==> src/vea_pkg.sv <==
// Package with the types and constants shared by the adjacency builder modules.
`timescale 1ns / 1ps

package vea_pkg;

    localparam int OP_W       = 2;
    localparam int VERTEX_W   = 11;
    localparam int RANK_W     = 12;
    localparam int STATUS_W   = 2;
    localparam int COUNT_W    = 13;
    localparam int ELEM_W     = 11;
    localparam int NPE_W      = 5;
    localparam int VCOUNT_W   = 11;
    localparam int CFG_IDX_W  = 2;
    localparam int CFG_DATA_W = 11;

    localparam int S_TDATA_W  = 24;
    localparam int M_TDATA_W  = 40;
    localparam int M_TUSER_W  = 3;

    localparam logic [OP_W-1:0] OP_LOAD  = 2'd0;
    localparam logic [OP_W-1:0] OP_QUERY = 2'd1;
    localparam logic [OP_W-1:0] OP_CLEAR = 2'd2;

    localparam logic [STATUS_W-1:0] STATUS_OK    = 2'd0;
    localparam logic [STATUS_W-1:0] STATUS_RANGE = 2'd1;
    localparam logic [STATUS_W-1:0] STATUS_FULL  = 2'd2;

    localparam logic [CFG_IDX_W-1:0] CFG_VERTEX_COUNT = 2'd0;
    localparam logic [CFG_IDX_W-1:0] CFG_ONE_BASED    = 2'd1;
    localparam logic [CFG_IDX_W-1:0] CFG_NODES        = 2'd2;

    localparam logic [VCOUNT_W-1:0] VCOUNT_RESET = 11'd1024;
    localparam logic [NPE_W-1:0]    NPE_RESET    = 5'd4;
    localparam logic [NPE_W-1:0]    NPE_MIN      = 5'd2;

    typedef struct packed {
        logic [VCOUNT_W-1:0] vertex_count;
        logic                one_based;
        logic [NPE_W-1:0]    elem_nodes;
    } cfg_t;

    typedef struct packed {
        logic [STATUS_W-1:0] status;
        logic [COUNT_W-1:0]  degree;
        logic [COUNT_W-1:0]  start_position;
        logic [ELEM_W-1:0]   element;
        logic                found;
    } result_t;

endpackage

==> src/vea_ctrl.sv <==
// Sequencer that loads entries, builds the CSR table in memory and answers queries.
`timescale 1ns / 1ps

module vea_ctrl #(
    parameter int MAX_VERTICES = 1024,
    parameter int MAX_ENTRIES  = 4096,
    localparam int EAW = $clog2(MAX_ENTRIES),
    localparam int OAW = $clog2(MAX_VERTICES + 2),
    localparam int CW  = $clog2(MAX_ENTRIES + 1)
) (
    input  logic                          clk,
    input  logic                          rst_n,
    input  vea_pkg::cfg_t                 cfg,
    input  logic                          cfg_wr,
    input  logic                          in_valid,
    output logic                          in_ready,
    input  logic [vea_pkg::OP_W-1:0]      in_op,
    input  logic [vea_pkg::VERTEX_W-1:0]  in_vertex,
    input  logic [vea_pkg::RANK_W-1:0]    in_rank,
    output logic                          out_valid,
    input  logic                          out_ready,
    output vea_pkg::result_t              out_res,
    output logic                          conn_we,
    output logic [EAW-1:0]                conn_waddr,
    output logic [vea_pkg::VERTEX_W-1:0]  conn_wdata,
    output logic                          conn_re,
    output logic [EAW-1:0]                conn_raddr,
    input  logic [vea_pkg::VERTEX_W-1:0]  conn_rdata,
    output logic                          off_we,
    output logic [OAW-1:0]                off_waddr,
    output logic [CW-1:0]                 off_wdata,
    output logic                          off_re,
    output logic [OAW-1:0]                off_raddr,
    input  logic [CW-1:0]                 off_rdata,
    output logic                          adj_we,
    output logic [EAW-1:0]                adj_waddr,
    output logic [vea_pkg::ELEM_W-1:0]    adj_wdata,
    output logic                          adj_re,
    output logic [EAW-1:0]                adj_raddr,
    input  logic [vea_pkg::ELEM_W-1:0]    adj_rdata
);

    import vea_pkg::*;

    localparam int VCW = $clog2(MAX_VERTICES + 1);

    localparam logic [3:0] S_IDLE    = 4'd0;
    localparam logic [3:0] S_EXEC    = 4'd1;
    localparam logic [3:0] S_CLR     = 4'd2;
    localparam logic [3:0] S_SC_RD   = 4'd3;
    localparam logic [3:0] S_SC_OFF  = 4'd4;
    localparam logic [3:0] S_SC_WR   = 4'd5;
    localparam logic [3:0] S_PF_RD   = 4'd6;
    localparam logic [3:0] S_PF_WR   = 4'd7;
    localparam logic [3:0] S_Q_START = 4'd8;
    localparam logic [3:0] S_Q_POS   = 4'd9;
    localparam logic [3:0] S_Q_ELEM  = 4'd10;
    localparam logic [3:0] S_DONE    = 4'd11;

    logic [3:0]          state_reg, state_next;
    logic                built_reg, built_next;
    logic [CW-1:0]       cnt_reg, cnt_next;
    logic                out_valid_reg, out_valid_next;

    logic [OP_W-1:0]     op_reg;
    logic [VERTEX_W-1:0] vtx_reg;
    logic [RANK_W-1:0]   rank_reg;
    logic [CW-1:0]       base_reg, base_next;
    logic [NPE_W-1:0]    k_reg, k_next;
    logic [ELEM_W-1:0]   elem_reg, elem_next;
    logic                phase_reg, phase_next;
    logic [OAW-1:0]      sv_reg, sv_next;
    logic [OAW-1:0]      oidx_reg, oidx_next;
    logic [CW-1:0]       acc_reg, acc_next;
    logic [CW-1:0]       end_reg, end_next;
    result_t             res_reg, res_next;
    result_t             out_res_reg, out_res_next;

    logic [VCW-1:0]      eff_v;
    logic [OAW-1:0]      top;
    logic [NPE_W-1:0]    npe;
    logic                item_ok;
    logic                mem_ok;
    logic                in_used;
    logic [CW-1:0]       entry_idx;
    logic                k_last;
    logic [NPE_W-1:0]    adv_k;
    logic [CW-1:0]       adv_base;
    logic [ELEM_W-1:0]   adv_elem;
    logic [OAW-1:0]      sv_sel;
    logic [CW-1:0]       sum;
    logic [CW-1:0]       q_start;
    logic [CW-1:0]       q_deg;
    logic                q_found;
    logic [31:0]         q_pos;

    function automatic logic in_range(input logic [VERTEX_W-1:0] v, input logic ob,
                                      input logic [VCW-1:0] ev);
        return (32'(v) >= 32'(ob)) && (32'(v) < 32'(ev) + 32'(ob));
    endfunction

    always_comb
    begin
        if (cfg.vertex_count == '0)
        begin
            eff_v = VCW'(1);
        end
        else if (32'(cfg.vertex_count) > MAX_VERTICES)
        begin
            eff_v = VCW'(MAX_VERTICES);
        end
        else
        begin
            eff_v = VCW'(cfg.vertex_count);
        end
    end

    assign top       = OAW'(eff_v) + OAW'(cfg.one_based);
    assign npe       = (cfg.elem_nodes < NPE_MIN) ? NPE_MIN : cfg.elem_nodes;
    assign item_ok   = in_range(vtx_reg, cfg.one_based, eff_v);
    assign mem_ok    = in_range(conn_rdata, cfg.one_based, eff_v);
    assign in_used   = (32'(base_reg) + 32'(npe)) <= 32'(cnt_reg);
    assign entry_idx = base_reg + CW'(k_reg);
    assign k_last    = (k_reg == npe - NPE_W'(1));
    assign adv_k     = k_last ? '0 : k_reg + NPE_W'(1);
    assign adv_base  = k_last ? base_reg + CW'(npe) : base_reg;
    assign adv_elem  = k_last ? elem_reg + ELEM_W'(1) : elem_reg;
    assign sv_sel    = phase_reg ? OAW'(conn_rdata) : OAW'(conn_rdata) + OAW'(1);
    assign sum       = acc_reg + off_rdata;
    assign q_start   = (vtx_reg == '0) ? '0 : off_rdata;
    assign q_deg     = end_reg - q_start;
    assign q_found   = 32'(rank_reg) < 32'(q_deg);
    assign q_pos     = 32'(q_start) + 32'(rank_reg);

    always_comb
    begin
        state_next     = state_reg;
        built_next     = built_reg;
        cnt_next       = cnt_reg;
        out_valid_next = out_valid_reg && !out_ready;
        base_next      = base_reg;
        k_next         = k_reg;
        elem_next      = elem_reg;
        phase_next     = phase_reg;
        sv_next        = sv_reg;
        oidx_next      = oidx_reg;
        acc_next       = acc_reg;
        end_next       = end_reg;
        res_next       = res_reg;
        out_res_next   = out_res_reg;
        in_ready       = 1'b0;
        conn_we        = 1'b0;
        conn_waddr     = EAW'(cnt_reg);
        conn_wdata     = vtx_reg;
        conn_re        = 1'b0;
        conn_raddr     = EAW'(entry_idx);
        off_we         = 1'b0;
        off_waddr      = oidx_reg;
        off_wdata      = '0;
        off_re         = 1'b0;
        off_raddr      = OAW'(vtx_reg);
        adj_we         = 1'b0;
        adj_waddr      = EAW'(off_rdata);
        adj_wdata      = elem_reg;
        adj_re         = 1'b0;
        adj_raddr      = EAW'(q_pos);

        unique case (state_reg)
            S_IDLE:
            begin
                in_ready = 1'b1;
                if (in_valid)
                begin
                    state_next = S_EXEC;
                end
            end
            S_EXEC:
            begin
                res_next   = '0;
                state_next = S_DONE;
                unique case (op_reg)
                    OP_LOAD:
                    begin
                        if (!item_ok)
                        begin
                            res_next.status = STATUS_RANGE;
                        end
                        else if (32'(cnt_reg) >= MAX_ENTRIES)
                        begin
                            res_next.status = STATUS_FULL;
                        end
                        else
                        begin
                            conn_we    = 1'b1;
                            cnt_next   = cnt_reg + CW'(1);
                            built_next = 1'b0;
                        end
                    end
                    OP_QUERY:
                    begin
                        if (!item_ok)
                        begin
                            res_next.status = STATUS_RANGE;
                        end
                        else if (built_reg)
                        begin
                            off_re     = 1'b1;
                            state_next = S_Q_START;
                        end
                        else
                        begin
                            oidx_next  = '0;
                            state_next = S_CLR;
                        end
                    end
                    OP_CLEAR:
                    begin
                        cnt_next   = '0;
                        built_next = 1'b0;
                    end
                    default:
                    begin
                    end
                endcase
            end
            S_CLR:
            begin
                off_we = 1'b1;
                if (oidx_reg == top)
                begin
                    base_next  = '0;
                    k_next     = '0;
                    elem_next  = '0;
                    phase_next = 1'b0;
                    state_next = S_SC_RD;
                end
                else
                begin
                    oidx_next = oidx_reg + OAW'(1);
                end
            end
            S_SC_RD:
            begin
                if (in_used)
                begin
                    conn_re    = 1'b1;
                    state_next = S_SC_OFF;
                end
                else if (!phase_reg)
                begin
                    oidx_next  = OAW'(1);
                    acc_next   = '0;
                    state_next = S_PF_RD;
                end
                else
                begin
                    built_next = 1'b1;
                    off_re     = 1'b1;
                    state_next = S_Q_START;
                end
            end
            S_SC_OFF:
            begin
                if (mem_ok)
                begin
                    sv_next    = sv_sel;
                    off_re     = 1'b1;
                    off_raddr  = sv_sel;
                    state_next = S_SC_WR;
                end
                else
                begin
                    k_next     = adv_k;
                    base_next  = adv_base;
                    elem_next  = adv_elem;
                    state_next = S_SC_RD;
                end
            end
            S_SC_WR:
            begin
                off_we    = 1'b1;
                off_waddr = sv_reg;
                off_wdata = off_rdata + CW'(1);
                if (phase_reg && (32'(off_rdata) < MAX_ENTRIES))
                begin
                    adj_we = 1'b1;
                end
                k_next     = adv_k;
                base_next  = adv_base;
                elem_next  = adv_elem;
                state_next = S_SC_RD;
            end
            S_PF_RD:
            begin
                off_re     = 1'b1;
                off_raddr  = oidx_reg;
                state_next = S_PF_WR;
            end
            S_PF_WR:
            begin
                off_we    = 1'b1;
                off_wdata = sum;
                acc_next  = sum;
                if (oidx_reg == top)
                begin
                    base_next  = '0;
                    k_next     = '0;
                    elem_next  = '0;
                    phase_next = 1'b1;
                    state_next = S_SC_RD;
                end
                else
                begin
                    oidx_next  = oidx_reg + OAW'(1);
                    state_next = S_PF_RD;
                end
            end
            S_Q_START:
            begin
                end_next = off_rdata;
                if (vtx_reg != '0)
                begin
                    off_re    = 1'b1;
                    off_raddr = OAW'(vtx_reg) - OAW'(1);
                end
                state_next = S_Q_POS;
            end
            S_Q_POS:
            begin
                res_next.degree         = COUNT_W'(q_deg);
                res_next.start_position = COUNT_W'(q_start);
                res_next.found          = q_found;
                if (q_found && (q_pos < 32'(MAX_ENTRIES)))
                begin
                    adj_re     = 1'b1;
                    state_next = S_Q_ELEM;
                end
                else
                begin
                    state_next = S_DONE;
                end
            end
            S_Q_ELEM:
            begin
                res_next.element = adj_rdata;
                state_next       = S_DONE;
            end
            S_DONE:
            begin
                if (!out_valid_reg || out_ready)
                begin
                    out_res_next   = res_reg;
                    out_valid_next = 1'b1;
                    state_next     = S_IDLE;
                end
            end
            default:
            begin
                state_next = S_IDLE;
            end
        endcase

        if (cfg_wr)
        begin
            built_next = 1'b0;
        end
    end

    always_ff @(posedge clk or negedge rst_n)
    begin
        if (!rst_n)
        begin
            state_reg     <= S_IDLE;
            built_reg     <= 1'b0;
            cnt_reg       <= '0;
            out_valid_reg <= 1'b0;
            phase_reg     <= 1'b0;
        end
        else
        begin
            state_reg     <= state_next;
            built_reg     <= built_next;
            cnt_reg       <= cnt_next;
            out_valid_reg <= out_valid_next;
            phase_reg     <= phase_next;
        end
    end

    always_ff @(posedge clk)
    begin
        if (in_valid && in_ready)
        begin
            op_reg   <= in_op;
            vtx_reg  <= in_vertex;
            rank_reg <= in_rank;
        end
        base_reg    <= base_next;
        k_reg       <= k_next;
        elem_reg    <= elem_next;
        sv_reg      <= sv_next;
        oidx_reg    <= oidx_next;
        acc_reg     <= acc_next;
        end_reg     <= end_next;
        res_reg     <= res_next;
        out_res_reg <= out_res_next;
    end

    assign out_valid = out_valid_reg;
    assign out_res   = out_res_reg;

endmodule

==> config.mk <==
export PLATFORM = sky130hd
export DESIGN_NAME = vea_ctrl
export DESIGN_NICKNAME = d
export VERILOG_FILES = /design/src/vea_pkg.sv /design/src/vea_ctrl.sv
export SDC_FILE = /design/constraint.sdc
export NUM_CORES = 1
export LEC_CHECK = 0
export BUFFER_PORTS_ARGS = -buffer_cell sky130_fd_sc_hd__buf_2
export CAP_MARGIN = 30
export CORE_MARGIN = 4
export CORE_UTILIZATION = 30
export CTS_CLUSTER_DIAMETER = 50
export CTS_CLUSTER_SIZE = 10
export DETAILED_ROUTE_END_ITERATION = 10
export PLACE_DENSITY_LB_ADDON = 0.25
export SLEW_MARGIN = 0
export SYNTH_ARGS = -nofsm -noshare
export SYNTH_HDL_FRONTEND = slang
export SYNTH_SLANG_ARGS = --single-unit
==> constraint.sdc <==
create_clock -name clk -period 10.8 [get_ports clk]
set_input_delay 1.62 -clock clk [delete_from_list [all_inputs] [get_ports clk]]
set_output_delay 1.62 -clock clk [all_outputs]
set_load 0.1 [all_outputs]
# Word level (Yosys, flattened, before mapping)
# Index checks and enable logic that the tools add are counted.
# W data, S select, Z words.
# totals
register_bits	202
inputBits	82
out_inout_bits	153
elab_cells	205
# classes
n_addsub	16
magnitude_cmp	11
n_eq_ne	34
muxes	86
n_reduce_logical	33
# ops
op	n
$mux W11	15
$mux W13	8
$pmux W11 S3	3
$pmux W13 S2	3
$pmux W26 S2	1
$pmux W4 S12	1
$pmux W13 S3	1
$add A11 B1 Y11 const B	3
$lt A11 B32 Y1	1
$mux W4	8
$mux W1	30
$add A13 B1 Y13 const B	2
$ne A2 B2 Y1 const B	12
$ge A11 B1 Y1	2
$logic_not A11 Y1	2
$pmux W11 S2	1
$mux W5	4
$eq A4 B3 Y1 const B	4
$eq A4 B4 Y1 const B	4
$pmux W5 S3	1
$add A13 B12 Y14	1
$add A13 B5 Y14	1
$le A14 B13 Y1	1
$lt A14 B13 Y1 const B	1
other kinds (45)	70

# Longest topological paths before layout
# Gate-level depths: netlist (run 1).
# depth
word_depth	10
ltp_mapped	21
mapped_depth_nobuf	20

# Least setup slack after synthesis (run 1)
# OpenSTA, ideal clock, no wires.
# synth_path
kind	input to output
startpoint	in cfg[10] in the netlist's numbering
endpoint	out off_raddr[6]
t_arrival_ns	6.576
slack_ns	2.604
path_stages	18
n_path_buf	1
cell_sequence	nor4_1 > nand3_1 > a21oi_1 > ha_1 > ha_1 > nand4_1 > or3_4 > o21a_1 > ha_1 > nand2_1 > nand2_1 > a221oi_1 > o21ai_1 > a21oi_1 > nor2b_1 > buf_2 > inv_1 > o2111ai_1
# synth_between
elab_chain_cells	8
elab_cells_between_ends	9
cone_classes	add/sub (1); order compare (2); mux (4); reduce/logical (2)
# synth_lines
item	line_no	rtl
start: declaration	vea_ctrl.sv:13	input vea_pkg::cfg_t cfg,
$gt A11 B11 Y1	vea_ctrl.sv:108	else if (32'(cfg.vertex_count) > MAX_VERTICES)
$mux W11	vea_ctrl.sv:108	
$mux W11 (*)	vea_ctrl.sv:104	if (cfg.vertex_count == '0)
$add A11 B1 Y12 (*)	vea_ctrl.sv:99	return (32'(v) >= 32'(ob)) && (32'(v) < 32'(ev) + 32'(ob));
$lt A11 B12 Y1 (*)	vea_ctrl.sv:99	
$logic_and A1 B1 Y1 (*)	vea_ctrl.sv:99	
$mux W11 (*)	vea_ctrl.sv:264	if (mem_ok)
$pmux W11 S3 (*)	vea_ctrl.sv:168	unique case (state_reg)
end: declaration	vea_ctrl.sv:33	output logic [OAW-1:0] off_raddr,
# Every way passes the cells marked *; elsewhere a longest branch is shown, timed or not.

# Final worst setup path (run 1)
# layout_path
startpoint	in cfg[8] in the netlist's numbering
endpoint	out off_raddr[6]
# The elaborated chain is that of the path after synthesis.

==> metrics.csv, run 1 <==
metric,value,unit
outcome,finished clean,
final-max-slew-violation-count,0,
clk_pin_slew,0.05,ns
vias_per_cell,4.99,
clk-insertion-delay-late,0.53,ns
floorplan.initialDensity,0.305,
cts_tree,yes,
routed_vias,10714,
grt_first_pass_wirelength,62100,microns
layout.nets,1728,
maxCapViolations,0,
netlist.area_leader.share,0.414,
synthDominantAreaCellType,sky130_fd_sc_hd__edfxtp_1,
crit_path_start_kind,input pin,
cp_arrival,6.80,ns
first_global_vias,10772,
worst_slew_pin_tran,0.848,ns
timing.critical_path.fanout_max,16,
fp.dieW,218,microns
worst_slew_margin_rel,0.433,
gpl.final_weighted_congestion,0.878,
cellLeakagePower,0.00671,uW
place_ws,2.41,ns
setup_tns,0,ns
synth_compound_area_frac,0.126,
number_of_antenna_violations_at_the_first_check_in_global_routing,1,
power.ir.vdd_worst,0.270,mV
p_per_area,290,mW/mm^2
clock_sink_count,202,
met2_length,18300,microns
floorplan.rows,76,
skew,0.0164,ns
kind_of_capture_point_of_the_worst_setup_path,primary output,
areaGrowthSynthToFinish,21.6,%
timing.final.ws_setup,2.38,ns
synth_fa_ha_area_frac,0.107,
cp_data_required_time,9.18,ns
wl_per_cell,18.7,microns
post-route-drc-count,0,
clock.fmax,119,MHz
synth_edf_count,182,
critical-path-max-stage-delay,0.67,ns
synth_xor_xnor_area_share,0.0848,
detail_route.iter0.violations,578,
detail_route.wirelength,40100,microns
synth-warning-count,0,
seq_area_frac_synth,0.451,
post_cts_resized,0,
die_outline_area,0.0475,sq mm
insertedDiodeCount,0,
finalCritPeriodShare,0.780,
post_route_cells_drive_above_1_share,0.210,
route.layer.met1.wl,18300,microns
synth-seq-cells,202,
grt_start_max_net_pins,41,
chain_of_cells_forming_the_critical_path,buf_2 > nor4_1 > nand3_1 > a21oi_1 > ha_1 > ha_1 > nand4_1 > nor3_2 > xnor2_1 > ha_1 > a21oi_1 > nor2b_1 > o21ai_0 > nand2_1 > a21oi_1 > nor2b_1 > buf_4 > inv_1 > o2111ai_1 > buf_2,
final_antenna_net_count,0,
cts_made_buffers,35,
top_post_synthesis_cells_by_area,"sky130_fd_sc_hd__edfxtp_1 41%, sky130_fd_sc_hd__ha_1 9.8%, sky130_fd_sc_hd__xnor2_1 5.0%, sky130_fd_sc_hd__nor2_1 4.2%, sky130_fd_sc_hd__dfrtp_1 3.8%",
crit_path_top_delay_cell,sky130_fd_sc_hd__a21oi_1,
synthesized_instance_count,1315,
power_total,4650,uW
floorplan.io_pins,235,
clockRootBuffer,sky130_fd_sc_hd__clkbuf_16,
synth_top_flop_cell,sky130_fd_sc_hd__edfxtp_1,
grtUsageTotal,0.167,
cts_h_tree_depth,2,
yosys.area_share.simple,0.178,
ctsHoldBuffers,0,
mappedNetlistArea,0.0132,sq mm
io_buffers,234,
postSynth.asyncResetShare,0.0990,
die-height,218,microns
firstDrtPassIters,5,
num-fill-cells,4361,
multi_input_area,0.00668,sq mm
dpl-instance-area,0.0149,sq mm
timing_worst_setup_path_type,in2out,
design_area,0.0161,sq mm
seqCellArea,0.00597,sq mm
post-cts-setup-buffer-count,0,
post-dp-hpwl,30600,microns
net_count_of_the_mapped_netlist,1506,
number_of_distinct_library_cells_after_synthesis,79,
ctsLongestPathBuffers,3,
class_of_the_most_critical_hold_timing_path,reg2reg,
route.top_layer_used,met4,
synth.mux.area_fraction,0.00767,
dr_wl_met3,2230,microns
layout_min_cycle_time,8.42,ns
floorplan.core_area,0.0433,sq mm
total_count_of_hold_check_failures_in_the_final_report,0,
synth_area_per_cell,10.0,sq um
global_route.overflow_total,0,
rsz0062_at_grt,no,
finalSetupViolations,0,
synth_top_family_by_area,simple AND/OR/NAND/NOR gates,
-- worst max-delay path, delay by kind of cell --
kind,cells,cell delay [ns]
AOI/OAI and AO/OA,5,1.56
xor gates and xnor gates,1,0.24
adders and majority gates,3,0.87
buffers and inverters,4,1.02
and+or+nand+nor,7,1.49
-- synthesized netlist by cell type, drive strengths merged, types with 9 or more instances --
cell type,number
edfxtp,182
nor2,148
nand2,124
ha,104
xnor2,76
inv,70
a21oi,62
o21ai,59
xor2,52
nand3,42
clkbuf,32
a21o,29
buf,29
nand2b,26
and2,22
dfrtp,20
nor3,20
nand4,19
nor2b,18
o21a,15
a211oi,12
and3,11
nor4,11
a31oi,9
mux2i,9
o211ai,9
-- cells by family (layout without fill, tap and decap cells) --
kind of cell    Yosys count  after routing
mux                      10             10
compound gates          253            253
fa+ha+maj               110            110
xor+xnor                128            128
simple gates            481            481
flops                   202            202
buf+inv                 131            378
-- layer usage --
metal / vias to the layer above / GRT usage
li1: 5165 / -
met1: 5154 / 0.226
met2: 328 / 0.269
met3: 67 / 0.0291
met4: 0 / 0.0594
met5: - / 0
-- power breakdown --
group	total (uW)	internal, uW	leakage, uW	switching [uW]
Clock	1100	684	0.000547	411
Sequential	1220	1060	0.00194	158
Combinational	2340	509	0.00423	1830
-- cells in the final DEF (no fill, tap or decap), types with 10 or more instances in the layout --
cell,n
sky130_fd_sc_hd__a211oi_1,12
sky130_fd_sc_hd__nand2b_1,25
sky130_fd_sc_hd__inv_1,70
sky130_fd_sc_hd__and3_1,11
sky130_fd_sc_hd__a21o_1,29
sky130_fd_sc_hd__nor2b_1,17
sky130_fd_sc_hd__buf_2,234
sky130_fd_sc_hd__ha_1,104
sky130_fd_sc_hd__xnor2_1,76
sky130_fd_sc_hd__edfxtp_1,182
sky130_fd_sc_hd__and2_1,21
sky130_fd_sc_hd__a21oi_1,61
sky130_fd_sc_hd__nor3_1,18
sky130_fd_sc_hd__nor2_1,144
sky130_fd_sc_hd__dfrtp_1,20
sky130_fd_sc_hd__o21ai_0,56
sky130_fd_sc_hd__xor2_1,52
sky130_fd_sc_hd__nand4_1,19
sky130_fd_sc_hd__clkbuf_16,37
sky130_fd_sc_hd__nand2_1,124
sky130_fd_sc_hd__o21a_1,15
sky130_fd_sc_hd__buf_4,11
sky130_fd_sc_hd__nor4_1,10
sky130_fd_sc_hd__nand3_1,42
-- worst paths after layout --
| kind | start | end | slack [ns] | cells past startpoint |
|---|---|---|---|---|
| worst min register to register | res_reg[19] | out_res[19] | 0.41 | 0 |
| worst min-delay path | res_reg[19] | out_res[19] | 0.41 | 0 |
| min in group asynchronous | rst_n | cnt_reg[4] | 1.06 | 1 |
| max in group asynchronous | rst_n | phase_reg | 9.38 | 1 |
| worst max register to register | conn_wdata[5] | state_reg[0] | 5.28 | 18 |
| worst max-delay path | cfg[8] | off_raddr[6] | 2.38 | 20 |
-- layout make-up --
type	count	share of cell area
sequential	202	0.371
timing repair buffer	246	0.0797
clock buffer	41	0.0592
clock inverter	21	0.0123
multi-input combinational	982	0.416
tap	585	0.0456
inverter	70	0.0164
-- through the flow --
step / hold slack [ns] / utilization / std cells
floorplan: 0.400 / - / 1315
global placement: 0.401 / 0.344 / 2083
detailed placement: 0.405 / 0.345 / 2084
CTS: 0.413 / 0.371 / 2146
global route: 0.422 / 0.371 / 2147
finish: 0.413 / 0.371 / 2147
Note: power is estimated with default switching activity, not from simulation.
==> run 2, diff against run 1 <==
Settings changed: ABC_AREA from default to 1.
Clock period 10.8 ns to 7.6 ns, I/O delays scaled along.
==> run 2 against run 1 <==
Synthesized cell count is 17% higher. First-iteration DRC count is 11% higher. Register-to-register slack worse by 2.5 ns. Sequential cell count stayed put. Worst setup slack worse by 1.5 ns. Critical path depth is 5 higher. Sequential power is 56% higher. Critical path type is now reg2out. Largest power group unchanged.
==> metrics.csv, run 2 <==
metric,value,unit,change
layout_min_cycle_time,6.76,ns,
ctsHoldBuffers,0,,unchanged
post_cts_resized,0,,unchanged
synth_top_family_by_area,simple AND/OR/NAND/NOR gates,,
cts_h_tree_depth,2,,unchanged
design_area,0.0163,sq mm,+1.6%
floorplan.io_pins,235,,unchanged
kind_of_capture_point_of_the_worst_setup_path,primary output,,
seq_area_frac_synth,0.450,,-0.00158
skew,0.0185,ns,+0.00203 ns
place_ws,1.32,ns,-1.10 ns
cts_made_buffers,37,,+5.7%
detail_route.iter0.violations,640,,+11%
clock.fmax,148,MHz,
timing.critical_path.fanout_max,19,,+3
post-route-drc-count,0,,unchanged
mappedNetlistArea,0.0133,sq mm,+0.35%
yosys.area_share.simple,0.194,,+0.0155
synth-warning-count,0,,unchanged
wl_per_cell,16.9,microns,-9.5%
ctsLongestPathBuffers,3,,unchanged
synthDominantAreaCellType,sky130_fd_sc_hd__edfxtp_1,,
finalSetupViolations,0,,unchanged
power.ir.vdd_worst,0.840,mV,+210%
timing.reg2reg.setup_slack,2.74,ns,-2.54 ns
maxCapViolations,0,,unchanged
layout.nets,1975,,+14%
cellLeakagePower,0.00742,uW,+11%
clock_sink_count,202,,unchanged
floorplan.initialDensity,0.306,,+0.000398
finalCritPeriodShare,0.889,,
post_route_cells_drive_above_1_share,0.185,,-0.0255
crit_path_start_kind,register,,
insertedDiodeCount,0,,unchanged
p_per_area,489,mW/mm^2,+69%
die_outline_area,0.0476,sq mm,+0.34%
placed_cells_incl_taps,2330,,+12%
synth_area_per_cell,8.60,sq um,-14%
worst_setup_path_startpoint,conn_wdata[0],,
setup_tns,0,ns,unchanged
final_common_cell,sky130_fd_sc_hd__inv_1,,
synth_fa_ha_area_frac,0.106,,-0.00113
fp.dieW,218,microns,+0.17%
cp_arrival,5.62,ns,-1.18 ns
mostFrequentLayoutCells,"259 x sky130_fd_sc_hd__inv_1, 234 x sky130_fd_sc_hd__buf_2, 231 x sky130_fd_sc_hd__nand2_1",,
vias_per_cell,4.80,,-3.9%
outcome,finished clean,,
r2r_cells,27,,+9
number_of_distinct_library_cells_after_synthesis,49,,-38%
synthesized_instance_count,1542,,+17%
cp_data_required_time,6.46,ns,-2.72 ns
synth.top_cells.by_count,"259 x sky130_fd_sc_hd__inv_1, 231 x sky130_fd_sc_hd__nand2_1, 193 x sky130_fd_sc_hd__nor2_1",,
grtUsageTotal,0.167,,+0.000182
seqCellArea,0.00597,sq mm,unchanged
total_count_of_hold_check_failures_in_the_final_report,0,,unchanged
die-height,218,microns,+0.17%
dpl-instance-area,0.0150,sq mm,+0.86%
hold_slack,0.411,ns,-0.00179 ns
critPathCapture,adj_re,,
number_of_antenna_violations_at_the_first_check_in_global_routing,0,,-1
global_route.overflow_total,0,,unchanged
num-fill-cells,4419,,+1.3%
routed_vias,11487,,+7.2%
post-cts-setup-buffer-count,0,,unchanged
worst_slew_pin_tran,0.780,ns,-0.0679 ns
beginning_of_the_worst_register_to_register_path,conn_wdata[0],,
grt_first_pass_wirelength,62500,microns,+0.63%
timing.rr.end,state_reg[0],,
firstDrtPassIters,5,,unchanged
final-max-slew-violation-count,0,,unchanged
top_post_synthesis_cells_by_area,"sky130_fd_sc_hd__edfxtp_1 41%, sky130_fd_sc_hd__ha_1 9.8%, sky130_fd_sc_hd__inv_1 7.3%, sky130_fd_sc_hd__nand2_1 6.5%, sky130_fd_sc_hd__nor2_1 5.5%",,
synth_most_common_cell,sky130_fd_sc_hd__inv_1,,
clk_pin_slew,0.05,ns,about the same
rsz0062_at_grt,no,,
synth.mux.area_fraction,0,,-0.00767
synth-seq-cells,202,,unchanged
io_buffers,234,,unchanged
grt_start_max_net_pins,41,,unchanged
timing.final.ws_setup,0.843,ns,-1.54 ns
synth_compound_area_frac,0.109,,-0.0175
net_count_of_the_mapped_netlist,1733,,+15%
clockRootBuffer,sky130_fd_sc_hd__clkbuf_16,,
multi_input_area,0.00609,sq mm,-8.8%
detail_route.wirelength,40500,microns,+1.0%
class_of_the_most_critical_hold_timing_path,reg2reg,,
cts_tree,yes,,
worst_slew_margin_rel,0.477,,+0.0445
post_layout_nonfiller_instances,2395,,+12%
post-dp-hpwl,31900,microns,+4.4%
clk-insertion-delay-late,0.54,ns,about the same
final_antenna_net_count,0,,unchanged
floorplan.core_area,0.0434,sq mm,+0.22%
areaGrowthSynthToFinish,23.1,%,
synth_xor_xnor_area_share,0.0482,,-0.0366
netlist.area_leader.share,0.412,,-0.00144
synth_top_flop_cell,sky130_fd_sc_hd__edfxtp_1,,
gpl.final_weighted_congestion,0.934,,+6.4%
timing_worst_setup_path_type,reg2out,,
first_global_vias,11531,,+7.0%
synth_edf_count,182,,unchanged
postSynth.asyncResetShare,0.0990,,unchanged
floorplan.rows,76,,unchanged
[run 2: cell count changes after synthesis, moves of 33 or more]
cell	previous run	this run
sky130_fd_sc_hd__a21oi_1	61	101
sky130_fd_sc_hd__nand2_1	124	231
sky130_fd_sc_hd__nand3_1	42	84
sky130_fd_sc_hd__inv_1	70	259
sky130_fd_sc_hd__o21ai_0	57	90
sky130_fd_sc_hd__xnor2_1	76	17
sky130_fd_sc_hd__nor2_1	148	193
[run 2: worst min path at each step]
stage / startpoint / to / cells past startpoint / slack [ns]
floorplan: res_reg[0] / out_res[0] / 0 / 0.40
global placement: res_reg[5] / out_res[5] / 0 / 0.40
detailed placement: res_reg[13] / out_res[13] / 0 / 0.40
CTS: res_reg[1] / out_res[1] / 0 / 0.42
global route: res_reg[1] / out_res[1] / 0 / 0.41
finish: res_reg[1] / out_res[1] / 0 / 0.41
[run 2: power by group]
part           switching [uW]  internal (uW)  leakage, uW
logic                    3510            837      0.00484
registers                 232           1670      0.00196
clock network             596           1140     0.000620
total                    4340           3650      0.00742
[run 2: cell families (layout without fill, tap and decap cells)]
logic type	count (synthesis)	in the layout
buf+inv	304	572
compound gates	255	255
fa+ha+maj	109	109
xor+xnor	73	73
simple gates	599	599
flops	202	202
[run 2: final cells by class]
cell class              instances  area share
flip-flops and latches        202       0.365
well taps                     585      0.0448
inverters                     263      0.0605
clock buffers                  41      0.0602
repair buffers                244      0.0776
multi-input cells            1036       0.373
clock inverters                24      0.0185
[run 2: through the flow]
| stage | total power [uW] | util |
|---|---|---|
| after floorplan | 5380 | - |
| after global placement | 6250 | 0.346 |
| after detailed placement | 6290 | 0.347 |
| after CTS | 8070 | 0.377 |
| after global routing | 8440 | 0.377 |
| final | 7990 | 0.377 |
[run 2: critical path, cell delays in order, from the launching register on]
cell                       delay, ns
sky130_fd_sc_hd__edfxtp_1       0.50
sky130_fd_sc_hd__inv_1          0.21
sky130_fd_sc_hd__ha_1           0.24
sky130_fd_sc_hd__nand3_1        0.08
sky130_fd_sc_hd__nor2_1         0.04
sky130_fd_sc_hd__nand2_1        0.20
sky130_fd_sc_hd__inv_2          0.24
sky130_fd_sc_hd__nor2_1         0.26
sky130_fd_sc_hd__inv_1          0.10
sky130_fd_sc_hd__ha_1           0.36
sky130_fd_sc_hd__nand2_1        0.07
sky130_fd_sc_hd__inv_1          0.07
sky130_fd_sc_hd__nand3_1        0.06
sky130_fd_sc_hd__o21ai_0        0.34
sky130_fd_sc_hd__a21oi_1        0.15
sky130_fd_sc_hd__o21ai_0        0.32
sky130_fd_sc_hd__a21oi_1        0.14
sky130_fd_sc_hd__o21bai_1       0.18
sky130_fd_sc_hd__xor2_1         0.22
sky130_fd_sc_hd__ha_1           0.26
sky130_fd_sc_hd__o21ai_0        0.08
sky130_fd_sc_hd__nand2_1        0.09
sky130_fd_sc_hd__nand2_1        0.06
sky130_fd_sc_hd__nand2_1        0.16
sky130_fd_sc_hd__nor2_1         0.19
sky130_fd_sc_hd__buf_2          0.45
[run 2: metal layers]
layer,part of all wire,vias up,track usage
met2,0.47,384,0.279
met3,0.063,87,0.0336
met1,0.43,5347,0.211
li1,-,5669,-
met5,0,-,0
met4,0.036,0,0.0691
==> run 3, diff against run 2 <==
Settings changed: ABC_AREA 1 to 0.
==> run 3 against run 2 <==
Global-route usage shrank 0.44 points. Critical path depth shrank 6. Clock-buffer cell count shrank 2. Final area is essentially flat. Via count shrank 7.0%. Register-to-register slack lost 0.21 ns. Power shrank 14%. First-iteration DRC count shrank 6.3%. Worst hold slack gained 0.0033 ns. Die area shrank 0.34%. Worst setup slack lost 0.16 ns. Largest power group unchanged.
==> metrics.csv, run 3 (synthesized netlist as in run 1, its figures left out) <==
metric,value,unit,change
outcome,finished clean,,
worst_slew_pin_tran,0.999,ns,+0.219 ns
io_buffers,234,,unchanged
clk_pin_slew,0.06,ns,about the same
placed_cells_incl_taps,2088,,-10%
gpl.final_weighted_congestion,0.876,,-6.2%
post_route_cells_drive_above_1_share,0.216,,+0.0310
hold_slack,0.415,ns,+0.00329 ns
clock.fmax,145,MHz,-2.3%
fp.dieW,218,microns,-0.17%
vias_per_cell,4.96,,+3.4%
detail_route.wirelength,39200,microns,-3.2%
mostFrequentLayoutCells,"228 x sky130_fd_sc_hd__buf_2, 182 x sky130_fd_sc_hd__edfxtp_1, 144 x sky130_fd_sc_hd__nor2_1",,
cts_h_tree_depth,2,,unchanged
rsz0062_at_grt,no,,
total_count_of_hold_check_failures_in_the_final_report,0,,unchanged
post_cts_resized,0,,unchanged
worst_min_path_start,res_reg[16],,
worst_slew_margin_rel,0.331,,-0.146
floorplan.rows,76,,unchanged
grt_first_pass_wirelength,60600,microns,-3.0%
floorplan.core_area,0.0433,sq mm,-0.22%
die_outline_area,0.0475,sq mm,-0.34%
floorplan.io_pins,235,,unchanged
cp_data_required_time,6.46,ns,about the same
detail_route.iter0.violations,600,,-6.3%
grt_start_max_net_pins,41,,unchanged
cts_made_buffers,36,,-2.7%
wl_per_cell,18.2,microns,+7.6%
finalCritPeriodShare,0.910,,+0.0207
timing.critical_path.fanout_max,12,,-7
clock_sink_count,202,,unchanged
final_antenna_net_count,0,,unchanged
crit_path_start_kind,register,,
cellLeakagePower,0.00682,uW,-8.0%
post-dp-hpwl,29900,microns,-6.3%
die-height,218,microns,-0.17%
post_layout_nonfiller_instances,2153,,-10%
skew,0.0172,ns,-0.00131 ns
grtUsageTotal,0.162,,-0.00436
clockRootBuffer,sky130_fd_sc_hd__clkbuf_16,,
first_global_vias,10745,,-6.8%
post-cts-setup-buffer-count,0,,unchanged
beginning_of_the_worst_register_to_register_path,conn_wdata[5],,
place_ws,0.667,ns,-0.650 ns
maxCapViolations,0,,unchanged
global_route.overflow_total,0,,unchanged
cts_tree,yes,,
p_per_area,420,mW/mm^2,-14%
ctsLongestPathBuffers,3,,unchanged
layout_min_cycle_time,6.91,ns,+0.157 ns
power_total,6850,uW,-14%
cp_arrival,5.77,ns,+0.15 ns
worst_setup_path_startpoint,conn_wdata[5],,
power.ir.vdd_worst,0.423,mV,-50%
class_of_the_most_critical_hold_timing_path,reg2reg,,
insertedDiodeCount,0,,unchanged
setup_tns,0,ns,unchanged
timing.final.ws_setup,0.686,ns,-0.157 ns
floorplan.initialDensity,0.305,,-0.000398
clk-insertion-delay-late,0.54,ns,about the same
final_common_cell,sky130_fd_sc_hd__buf_2,,
firstDrtPassIters,7,,+2
ctsHoldBuffers,0,,unchanged
finalSetupViolations,0,,unchanged
final-max-slew-violation-count,0,,unchanged
layout.nets,1732,,-12%
number_of_antenna_violations_at_the_first_check_in_global_routing,0,,unchanged
areaGrowthSynthToFinish,23.5,%,
routed_vias,10678,,-7.0%
num-fill-cells,4291,,-2.9%
kind_of_capture_point_of_the_worst_setup_path,primary output,,
timing_worst_setup_path_type,reg2out,,
post-route-drc-count,0,,unchanged
run 3: worst max-delay path, stage by stage (launching register included):
cell and delay [ns]:
sky130_fd_sc_hd__edfxtp_1 0.57, sky130_fd_sc_hd__nor4_1 0.39, sky130_fd_sc_hd__and2b_1 0.29, sky130_fd_sc_hd__nand4b_2 0.42, sky130_fd_sc_hd__nand2_1 0.43, sky130_fd_sc_hd__ha_1 0.29
sky130_fd_sc_hd__nor2b_1 0.12, sky130_fd_sc_hd__o21ai_0 0.21, sky130_fd_sc_hd__a21oi_1 0.14, sky130_fd_sc_hd__o211ai_1 0.27, sky130_fd_sc_hd__a21oi_1 0.14, sky130_fd_sc_hd__o21ai_0 0.26
sky130_fd_sc_hd__mux2i_1 0.26, sky130_fd_sc_hd__nor2_1 0.07, sky130_fd_sc_hd__ha_1 0.29, sky130_fd_sc_hd__a21oi_1 0.15, sky130_fd_sc_hd__o31ai_1 0.11, sky130_fd_sc_hd__a21oi_1 0.21
sky130_fd_sc_hd__o21a_1 0.16, sky130_fd_sc_hd__buf_2 0.43
run 3: report_power, final:
group | internal, uW | switching, uW
sequential | 1500 | 222
clock | 1130 | 608
combinational | 779 | 2610
run 3: final cells by class:
type / instances / area [sq um] / share of cell area
clock buffer: 39 / 922 / 0.0565
clock inverter: 26 / 367 / 0.0225
inverter: 70 / 263 / 0.0161
multi-input combinational: 982 / 6680 / 0.409
sequential: 202 / 5970 / 0.366
tap: 585 / 732 / 0.0448
timing repair buffer: 249 / 1390 / 0.0854
run 3: final timing paths:
check	slack (ns)	cells past startpoint	end
worst max register to register	2.53	18	state_reg[0]
min in group asynchronous	0.57	1	cnt_reg[4]
worst max-delay path	0.69	19	adj_re
worst min-delay path	0.41	0	out_res[16]
worst min register to register	0.41	0	out_res[16]
max in group asynchronous	6.68	1	phase_reg
run 3: per-layer routing:
metal	global-route usage	up-vias	wire [microns]
met4	0.0544	0	1120
met5	0	-	0
met1	0.221	5079	17800
li1	-	5186	-
met2	0.261	347	17700
met3	0.0295	66	2520
run 3: through the flow:
stage | area (sq um) | utilization
after floorplan | 13200 | -
after global placement | 15000 | 0.347
after detailed placement | 15000 | 0.347
after CTS | 16300 | 0.377
after global routing | 16300 | 0.377
final | 16300 | 0.377
